<file path="src/rtl/hpu_pkg.sv">
// ----------------------------------------------------------------------------
// hpu_pkg
// Shared types and constants of the Hebbian principal-component learner.
// ----------------------------------------------------------------------------
package hpu_pkg;

	localparam int MAX_COMPONENTS = 16;
	localparam int MAX_LENGTH     = 64;
	localparam int VALUE_BITS     = 16;
	localparam int ROW_BITS       = 4;
	localparam int COL_BITS       = 6;
	localparam int MUL_BITS       = 33;

	// Item operation codes.
	typedef enum logic [1:0] {
		OP_WRITE   = 2'd0,
		OP_READ    = 2'd1,
		OP_LEARN   = 2'd2,
		OP_PROJECT = 2'd3
	} op_t;

	// Configuration register indexes.
	typedef enum logic [1:0] {
		REG_COMPONENTS = 2'd0,
		REG_LENGTH     = 2'd1,
		REG_RATE       = 2'd2,
		REG_UNUSED     = 2'd3
	} reg_idx_t;

	// Result kinds.
	localparam logic KIND_WEIGHT    = 1'b0;
	localparam logic KIND_COMPONENT = 1'b1;

	// Effective configuration as seen by the sequencer.
	typedef struct packed {
		logic [ROW_BITS-1:0] comp_m1;
		logic [COL_BITS-1:0] len_m1;
		logic [15:0]         rate;
	} cfg_t;

endpackage

</file>
<file path="src/rtl/hpu_mult.sv">
// ----------------------------------------------------------------------------
// hpu_mult
// Shared signed multiplier with a registered product.
// ----------------------------------------------------------------------------
module hpu_mult import hpu_pkg::*; (
	input  logic                         clk,
	input  logic signed [MUL_BITS-1:0]   a,
	input  logic signed [MUL_BITS-1:0]   b,
	output logic signed [2*MUL_BITS-1:0] p_q
);

	// One product per cycle, ready in the next.
	always_ff @(posedge clk) begin
		p_q <= a * b;
	end

endmodule
</file>
<file path="config.mk">
export PLATFORM = sky130hd
export DESIGN_NAME = hpu_mult
export DESIGN_NICKNAME = d
export VERILOG_FILES = /design/src/rtl/hpu_pkg.sv /design/src/rtl/hpu_mult.sv
export SDC_FILE = /design/constraint.sdc
export NUM_CORES = 2
export LEC_CHECK = 0
export ABC_AREA = 1
export BUFFER_PORTS_ARGS = -buffer_cell sky130_fd_sc_hd__buf_2
export CORE_MARGIN = 2
export CORE_UTILIZATION = 40
export CTS_CLUSTER_DIAMETER = 150
export DETAILED_ROUTE_END_ITERATION = 6
export HOLD_SLACK_MARGIN = 0.15
export PLACE_DENSITY = 0.56
export REMOVE_ABC_BUFFERS = 1
export SLEW_MARGIN = 20
export SYNTH_ARGS = -nofsm -noshare
export SYNTH_HDL_FRONTEND = slang
export SYNTH_SLANG_ARGS = --single-unit
</file>
<file path="constraint.sdc">
create_clock -name clk -period 20.3 [get_ports clk]
set_input_delay 0 -clock clk [delete_from_list [all_inputs] [get_ports clk]]
set_output_delay 0 -clock clk [all_outputs]
set_load 0.01 [all_outputs]
</file>
# Word level (Yosys, flattened, before mapping)
# Index checks and enable logic that the tools add are counted.
# W data, S select, Z words.
[totals]
register_bits = 66
word_cells = 2
out_inout_bits = 66
in_bits = 67
[classes]
multipliers = 1
[ops]
columns = ["operator", "count"]
rows = [
  ["$mul A33 B33 Y66", 1],
]

# Logic depth before layout (Yosys ltp)
[logic_depth]
word_depth = 1
depth_mapped = 34
ltp_nobuf = 32

# Worst setup path before layout
# Ideal clock, no wire load.
[synth_path]
kind = "input-to-reg"
startpoint = "input port a[32]"
endpoint = "register p_q[60]"
stages = 23
setup_slack_ns = 13.544
path_buffers = 2
setup_ns = 0.113
required_time_ns = 20.187
arrival_time_ns = 6.643
path_cell_list = "clkbuf_1 clkbuf_1 nand2_1 inv_1 fa_1 fa_1 fa_1 fa_1 inv_1 fa_1 fa_1 fa_1 fa_1 inv_1 ha_1 nand2_1 nor2_1 inv_1 nor3_1 nand2_1 and2_0 nand4_1 nand2_1"
[synth_between]
elab_chain_len = 1
[synth_rtl]
columns = ["element", "line", "text"]
rows = [
  ["from (decl)", "hpu_mult.sv:7", "input logic signed [MUL_BITS-1:0] a,"],
  ["$mul A33 B33 Y66", "hpu_mult.sv:14", "p_q <= a * b;"],
  ["to (signal assigned)", "hpu_mult.sv:14", ""],
  ["to (decl)", "hpu_mult.sv:9", "output logic signed [2*MUL_BITS-1:0] p_q"],
]
# Every way passes these cells.

# Worst setup path in the final report
[layout_path]
startpoint = "input port b[6]"
endpoint = "register p_q[63]"
[layout_between]
elab_chain_len = 1
[layout_rtl]
columns = ["element", "line", "text"]
rows = [
  ["from (decl)", "hpu_mult.sv:8", "input logic signed [MUL_BITS-1:0] b,"],
  ["$mul A33 B33 Y66", "hpu_mult.sv:14", ""],
]
# Every way passes these cells.

==> summary.txt <==
status - finished, final reports clean
slowest CP cell - fa_1
post-CTS setup buffer count - 0
routed wire length - 119,900 um
area grow syn2layout - 4.761%
Mapped Area - 0.04317 mm2
setup TNS - 0 ps
CP delay by family, top - adder cells
die width - 332.5 um
CTS Buffer Depth - 2
Pre-antenna DRT Iters - 7
GP Congestion - 0.9768
PortBufs - 132
die area - 0.1106 mm2
yosys warns - 0
Slew Viols, Final - 0
CP cell instances - buf_2 > nand2_1 > inv_1 > fa_1 > fa_1 > inv_1 > fa_1 > inv_1 > fa_1 > fa_1 > fa_1 > fa_1 > inv_1 > fa_1 > inv_1 > ha_1 > nand2_1 > nor2_1 > nand2_1 > nor4_1 > nand2_1 > nand3_1 > nand2_1
CTS Hold Buffers Added - 0
CP Capture Type - register
Die Span Y - 332.5 um
post-layout worst setup margin - 12,920 ps
first-pass GRT wire length - 197,900 um
layout cells sized above 1 - 4.658%
CTS resizes - 0
FMAX - 135.6 MHz
total track usage - 22.88%
Place WS - 12,440 ps
critical path class - primary input to register
vias in the first global route - 35,360
final worst-path cycle share - 36.34%
CTS clk-pin slew, worst paths - 70 ps
startpoint types - primary input
Yosys reg bits - 66
initial cell density of the core - 40.33%
Worst-Margin Slew - 1039 ps
I/O pins - 133
Slew HR - 30.72%
CP max stage delay - 1150 ps
crit path max fanout - 33
clk sinks - 66
FFs w/ async S/R, synth - 0%
EDFF count, synth - 0
Core Rows - 120
Hold Path Cell Cnt - 4
Clk Tree Root Cell - clkbuf_16
initial antenna violation count - 6
CTS tree - yes
Hold Vio Cnt, Final - 0
post-DR vias/cell - 4.686
wire per inst - 17.44 um
Req. time, crit path - 20,590 ps
Vias - 32,240
largest net degree at the start of global routing - 35
most flop-heavy register - p_q
DR DRC count - 0
Core Footprint - 0.1071 mm2
Synth Flop Type - dfxtp_1
Seq/Total Area, Yosys - 3.060%
Most Frequent Cell on Critical Path - fa_1
post-detail-place hpwl - 102,200 um
RSZ-0062 raised after global routing - false
Largest regs - p_q (66)
post-synth cell types - 35
layout net count - 6,899
CP bufs+invs - 6
min Tclk post-route - 7377 ps
number of flip-flops in the largest register - 66
worst hold path type - primary input to register
total of max-cap violations - 0
Num CTS Buffers - 9
Stages on worst setup path - 23
H-tree levels - 3
Antenna Nets Post-Route - 0
syn avg cell area - 7.789 um2
Setup Viol. Count Final - 0
synthesized instance count - 5,543
grt ovf - 0
CP Data Arrival Time - 7660 ps
1st-iter DRT viols - 1,818
==> routing by layer <==
metal / global-route usage [%] / wire [um]
met5: 0 / 0
met3: 1.528 / 4641
met4: 4.449 / 2218
met1: 31.54 / 53650
met2: 39.87 / 59440
==> area by class of cell <==
cell class,instances,area [um2]
well taps,1403,1755
repair buffers,179,1013
clock buffers,10,229.0
inverters,1895,7113
fillers,10960,61820
flip-flops and latches,66,1321
diodes,1,2.502
multi-input cells,3319,33750
clock inverters,6,42.54
==> tightest hold or removal path, cell delays in order <==
cell and delay (ps):
buf_2 100, buf_4 250, nand2_1 210, inv_1 60
==> cell usage after synthesis (all sizes together) (2+ instances only) <==
library cell / number / area [um2]
nand2: 1534 / 5801
dfxtp: 66 / 1321
nand4: 19 / 118.9
clkbuf: 262 / 983.4
nand3: 78 / 430.4
o21ai: 23 / 118.9
and2: 3 / 18.77
a21o: 2 / 15.01
xnor2: 4 / 35.03
nor2: 154 / 650.6
nand3b: 3 / 22.52
ha: 217 / 2715
a21oi: 65 / 340.3
fa: 1145 / 22920
or2: 6 / 37.54
o21bai: 14 / 105.1
nor4: 5 / 37.53
xor2: 37 / 324.1
nor3: 8 / 45.04
inv: 1895 / 7113
==> kinds of logic after synthesis <==
| family | share of synthesized area [%] |
|---|---|
| buffers and inverters | 18.76 |
| and+or+nand+nor | 16.59 |
| adders and majority gates | 59.38 |
| AOI/OAI and AO/OA | 1.377 |
| DFF | 3.060 |
| xor gates and xnor gates | 0.8317 |
==> per-stage QoR <==
step                hold slack [ps]  instances  cell area (um2)  util, %
global route                  328.1       6878            45230    42.25
global placement              393.2       6862            44960    41.99
detailed placement            393.6       6862            44960    41.99
floorplan                     93.45       5280            42190        -
CTS                           277.8       6878            45230    42.25
finish                        316.8       6879            45230    42.25
==> final timing paths <==
| kind | from | slack [ps] | to |
|---|---|---|---|
| setup / recovery | b[6] | 12920 | p_q[63]$_DFF_P_ |
| hold / removal | b[0] | 320 | p_q[0]$_DFF_P_ |
==> layout by cell type (no fill, tap or decap), types with 2 or more instances in the layout <==
cell	count
and2_1	2
a21oi_2	4
o21bai_1	14
nand2_1	1517
nor2_1	131
a21o_1	2
nor2_2	20
clkinv_2	2
nand4_1	19
ha_1	217
inv_1	1894
nand3_1	70
clkbuf_16	9
xnor2_1	4
nand3b_1	3
nor3_1	7
a21oi_1	61
dfxtp_1	66
nand3_2	8
nor2_4	3
o21ai_1	3
nand2_2	17
fa_1	1145
nor4_1	4
or2_2	5
buf_2	132
clkinvlp_4	2
xor2_1	37
buf_4	47
o21ai_0	19
Power is left out: the tool's default activity adds up to more than one toggle a clock period on the data nets, which glitch-free logic cannot reach.
