File: config.mk
export PLATFORM = sky130hd
export DESIGN_NAME = hpu_cfg
export DESIGN_NICKNAME = d
export VERILOG_FILES = /design/src/rtl/hpu_pkg.sv /design/src/rtl/hpu_cfg.sv
export SDC_FILE = /design/constraint.sdc
export NUM_CORES = 1
export LEC_CHECK = 0
export BUFFER_PORTS_ARGS = -buffer_cell sky130_fd_sc_hd__buf_2
export CORE_MARGIN = 2
export CORE_UTILIZATION = 40
export CTS_CLUSTER_DIAMETER = 100
export DETAILED_ROUTE_END_ITERATION = 16
export PLACE_DENSITY = 0.72
export SLEW_MARGIN = 20
export SYNTH_ARGS = -nofsm -noshare
export SYNTH_HDL_FRONTEND = slang
export SYNTH_SLANG_ARGS = --single-unit
File: constraint.sdc
create_clock -name clk -period 3.55 [get_ports clk]
set_input_delay 0.1775 -clock clk [delete_from_list [all_inputs] [get_ports clk]]
set_output_delay 0.1775 -clock clk [all_outputs]
set_load 0.02 [all_outputs]
File: src/rtl/hpu_pkg.sv
// ----------------------------------------------------------------------------
// hpu_pkg
// Shared types and constants of the Hebbian principal-component learner.
// ----------------------------------------------------------------------------
package hpu_pkg;

	localparam int MAX_COMPONENTS = 16;
	localparam int MAX_LENGTH     = 64;
	localparam int VALUE_BITS     = 16;
	localparam int ROW_BITS       = 4;
	localparam int COL_BITS       = 6;
	localparam int MUL_BITS       = 33;

	// Item operation codes.
	typedef enum logic [1:0] {
		OP_WRITE   = 2'd0,
		OP_READ    = 2'd1,
		OP_LEARN   = 2'd2,
		OP_PROJECT = 2'd3
	} op_t;

	// Configuration register indexes.
	typedef enum logic [1:0] {
		REG_COMPONENTS = 2'd0,
		REG_LENGTH     = 2'd1,
		REG_RATE       = 2'd2,
		REG_UNUSED     = 2'd3
	} reg_idx_t;

	// Result kinds.
	localparam logic KIND_WEIGHT    = 1'b0;
	localparam logic KIND_COMPONENT = 1'b1;

	// Effective configuration as seen by the sequencer.
	typedef struct packed {
		logic [ROW_BITS-1:0] comp_m1;
		logic [COL_BITS-1:0] len_m1;
		logic [15:0]         rate;
	} cfg_t;

endpackage

File: src/rtl/hpu_cfg.sv
// ----------------------------------------------------------------------------
// hpu_cfg
// Configuration registers and the limited component count and length.
// ----------------------------------------------------------------------------
module hpu_cfg import hpu_pkg::*; (
	input  logic        clk,
	input  logic        arst_n,
	input  logic        wr_en,
	input  logic [1:0]  wr_index,
	input  logic [15:0] wr_data,
	output cfg_t        cfg
);

	logic [4:0]  comp_q;
	logic [6:0]  len_q;
	logic [15:0] rate_q;
	logic [6:0]  len_c;
	logic [6:0]  comp_a;
	logic [6:0]  comp_b;
	logic [6:0]  comp_c;

	// Register writes.
	always_ff @(posedge clk or negedge arst_n) begin
		if (!arst_n) begin
			comp_q <= 5'd1;
			len_q  <= 7'd1;
			rate_q <= 16'd655;
		end else if (wr_en) begin
			unique case (reg_idx_t'(wr_index))
				REG_COMPONENTS: comp_q <= wr_data[4:0];
				REG_LENGTH:     len_q  <= wr_data[6:0];
				REG_RATE:       rate_q <= wr_data;
				default: ;
			endcase
		end
	end

	// Limit the length to one..maximum and the count to one..maximum..length.
	always_comb begin
		len_c  = (len_q == 7'd0) ? 7'd1 :
			((len_q > 7'(MAX_LENGTH)) ? 7'(MAX_LENGTH) : len_q);
		comp_a = (comp_q == 5'd0) ? 7'd1 : {2'b00, comp_q};
		comp_b = (comp_a > 7'(MAX_COMPONENTS)) ? 7'(MAX_COMPONENTS) : comp_a;
		comp_c = (comp_b > len_c) ? len_c : comp_b;
		cfg.len_m1  = COL_BITS'(len_c - 7'd1);
		cfg.comp_m1 = ROW_BITS'(comp_c - 7'd1);
		cfg.rate    = rate_q;
	end

endmodule

# Word-level counts from Yosys, hierarchy flattened
# Index checks and enable logic that the tools add are counted.
[totals]
in_bits = 21
elab_cells = 21
register_bits = 28
[op_classes]
n_reduce_logical = 6
n_eq_ne = 2
n_mux = 5
n_addsub = 2
order_cmp = 3
[ops]
columns = ["operator", "n"]
rows = [
  ["two-way mux 7 bit", 2],
  ["two-way mux 5 bit", 2],
  ["greater-than comparator 5 x 7 -> 1 bit", 1],
  ["greater-than comparator 7 bit (second input constant)", 1],
  ["logical NOT 7 bit", 1],
  ["AND reduction 2 bit", 3],
  ["subtractor 6 x 1 -> 6 bit (second input constant)", 1],
  ["greater-than comparator 5 bit (second input constant)", 1],
  ["logical NOT 5 bit", 1],
  ["two-way mux 4 bit", 1],
  ["subtractor 4 x 1 -> 4 bit (second input constant)", 1],
  ["== test 2 x 1 -> 1 bit (second input constant)", 1],
  ["== test 2 bit (second input constant)", 1],
  ["logical NOT 2 bit", 1],
]

# Logic depth before layout (Yosys ltp)
[logic_depth]
word_depth = 7
depth_mapped = 12

# Least setup slack after synthesis
# Ideal clock, no wire load.
[synth_path]
kind = "flip-flop to output port"
start = "register len_q[4]"
end = "output port cfg[24] in the netlist's numbering"
path_stages_with_launch = 12
arrival_ps = 2884
path_slack_ps = 489
cell_sequence = "dfrtp_1 -> or4_1 -> nor2_1 -> nor2_1 -> nor2_1 -> ha_1 -> a311o_1 -> a31oi_4 -> nor2_1 -> a21oi_1 -> ha_1 -> xnor2_1"
[synth_lines]
columns = ["element", "line", "source"]
rows = [
  ["from (decl)", "hpu_cfg.sv:15", "logic [6:0] len_q;"],
  ["from (signal assigned)", "hpu_cfg.sv:31", "REG_LENGTH: len_q <= wr_data[6:0];"],
  ["to (decl)", "hpu_cfg.sv:11", "output cfg_t cfg"],
]

==> results_dict.tcl <==
set metrics [dict create \
    grtUsageTotal_pct 14.7 \
    worstPathMaxFanout 6 \
    ir_worst_vdd_mv 0.349 \
    num_vias 1032 \
    synthTopCellsByCount "28 x mux2_2, 20 x dfrtp_1, 8 x dfstp_2" \
    cp-end-kind "output pin" \
    swShare_pct 35.7 \
    clockRootBuffer "clkbuf_4" \
    cp-start-kind "register" \
    cts_buffers 3 \
    area_delta_synth_final_pct 24.2 \
    design.core.area_um2 3360 \
    post-route-util_pct 52.5 \
    clk_pin_slew_ns 0.15 \
    dp_hpwl_um 2270 \
    cts_tree "yes" \
    ctsHtreeMaxLevel 1 \
    maxCapViolCount 0 \
    worstMarginPinSlew_ns 0.750 \
    drc 0 \
    place.gp.congestion 0.844 \
    synth.area.top_cells "dfrtp_1 35%, mux2_2 22%, dfstp_2 15%" \
    grt_antenna_before_repair 0 \
    yosys.area.top_type_share_pct 35.2 \
    final_antenna_net_count 0 \
    status "finished clean" \
    multi_input_comb_area_um2 686 \
    synthCells 111 \
    clock_sinks 28 \
    nets 189 \
    num_rows 21 \
    synth-main-ff-cell "dfrtp_1" \
    path_cells "or4_1 -> nor2_1 -> nor2_1 -> nor2_2 -> ha_1 -> a311o_1 -> a31oi_4 -> nor2_1 -> a21oi_1 -> ha_1 -> xnor2_1 -> buf_2" \
    combPwrFrac_pct 40.8 \
    dpl.cell_count 201 \
    crit-reg2reg-launch "len_q[6]" \
    dieArea_um2 4050 \
    max_freq_mhz 305 \
    finClkSkew_ns 0 \
    post-cts-setup-buffers 0 \
    drt-initial-drc-count 20 \
    fp.dieW_um 63.6 \
    whs_ns 0.0800 \
    ys_async_sr_fraction_pct 100 \
    yosysWarnings 0 \
    crit_path_top_delay_cell "or4_1" \
    synth.avg_cell_area_um2 12.8 \
    postRouteWirelength_um 2800 \
    ff_latch_area_um2 711 \
    hold_class "in2reg" \
    switchingPower_uw 385 \
    yosysTopAreaCell "dfrtp_1" \
    synth.most_common_cell "mux2_2" \
    setup_viol 0 \
    powerDensity_nw_per_um2 611 \
    required_ns 3.37 \
    start_util_pct 42.3 \
    finalNonFillerCells 206 \
    dr.pass1.iters 5 \
    crit_top_cell "nor2_1" \
    clk_path_buf_depth 2 \
    drive_gt1_share_pct 56.9 \
    via_per_inst 5.01 \
    num_io_pins 47 \
    setup_ws_ns 0.273 \
    syn_area_um2 1420 \
    cell_internal_pwr_uw 694 \
    worstPathArrival_ns 3.10 \
    grt_max_degree 29 \
    fin_crit_sh_pct 92.3 \
    syn_nets 139 \
    critPathMaxStageDelay_ns 0.54 \
    insertion_delay_ns 0.31 \
    crit_buf_inv 1 \
    clkPwrFrac_pct 18.7 \
    finalHoldViolCount 0 \
    period_minus_slack_ns 3.28 \
    ys_seq_elements 28 \
    critical-path-top-delay-family "simple AND/OR/NAND/NOR gates" \
    routedWlPerCell_um 13.6 \
    drv_slew 0 \
    yosysUniqueCellTypes 28 \
    p_leak_uw 0.000802 \
    maxSlewHeadroom_pct 49.9 \
    dp_slack_ns 0.583 \
    synth_edf_count 0 \
    hp-start "wr_data[7]" \
    worst-setup-path-type "reg2out" \
    n_fill_cell 323 \
    ys_seq_area_share_pct 50.0 \
    port_buffers 46 \
    antennaDiodeCount 0 \
    grt_pass1_wl_um 4740 \
    fin_setup_tns_ns 0 \
    die_h_um 63.6 \
    startpoint "len_q[4]" \
    grt_pass1_vias 1063 \
    p_seq_share_pct 40.5 \
    rsz0062_at_grt "false" \
    grt_overflow 0 \
]
-- area by class of cell --
type | count | area share (%)
multi-input cells | 76 | 38.8
flip-flops and latches | 28 | 40.3
well taps | 46 | 3.26
inverters | 5 | 1.06
clock inverters | 1 | 1.70
repair buffers | 47 | 13.6
clock buffers | 3 | 1.28
-- power groups by stage --
| stage | sequential (µW) | clock, µW | combinational (µW) |
|---|---|---|---|
| 3_3_place_gp | 438 | 0 | 425 |
| 3_5_place_dp | 443 | 0 | 442 |
| 4_1_cts | 437 | 207 | 443 |
| 5_1_grt | 448 | 222 | 477 |
| 2_1_floorplan | 478 | 0 | 264 |
| 6_report | 437 | 202 | 440 |
-- flip-flops by register name (all words and copies together), names as in the netlist --
name / flops
comp_q: 5
rate_q: 16
len_q: 7
-- cell families (layout without fill, tap and decap cells) --
kind of cell | after synthesis | count (layout) | share of synthesized area (%)
muxes | 30 | 30 | 23.6
DFF | 28 | 28 | 50.0
and+or+nand+nor | 25 | 25 | 10.7
AOI/OAI and AO/OA | 11 | 11 | 5.72
adders and majority gates | 7 | 7 | 6.16
buffers and inverters | 7 | 56 | 1.94
xor gates and xnor gates | 3 | 3 | 1.85
-- placed cells by master, fill, tap and decap left out, drive strengths merged, types with 3 or more instances in the layout --
cell,count
buf,46
mux2,28
dfrtp,20
dfstp,8
ha,7
inv,5
nor2,5
nor2b,4
a21oi,4
nand2b,3
o21ai,3
clkbuf,3
-- path summary, 6_finish.rpt --
path,end,slack [ns],depth (start not counted)
min,rate_q[7],0.08,2
min in group asynchronous,rate_q[11],0.38,2
min reg2reg,rate_q[5],0.52,1
max reg2reg,len_q[6],2.66,1
max,cfg[24],0.27,12
max in group asynchronous,rate_q[15],2.77,2
-- what timing repair did --
item / CTS / global route
resized for setup: 0 / 1
endpoints found under the hold margin: 20 / 0
hold buffers: 1 / 0
setup endpoints to repair: 0 / 1
-- per-layer routing --
metal,vias up,GRT usage [%],wire (µm)
li1,491,-,-
met1,498,19.0,1250
met2,41,25.4,1360
met3,2,2.50,176
met4,0,3.80,18
met5,-,0,0
-- stage by stage --
stage               power [µW]  cell area [µm²]
floorplan                  742             1420
global placement           864             1700
detailed placement         884             1700
CTS                       1090             1760
global route              1150             1770
finish                    1080             1770
(Power assumes the default switching activity.)
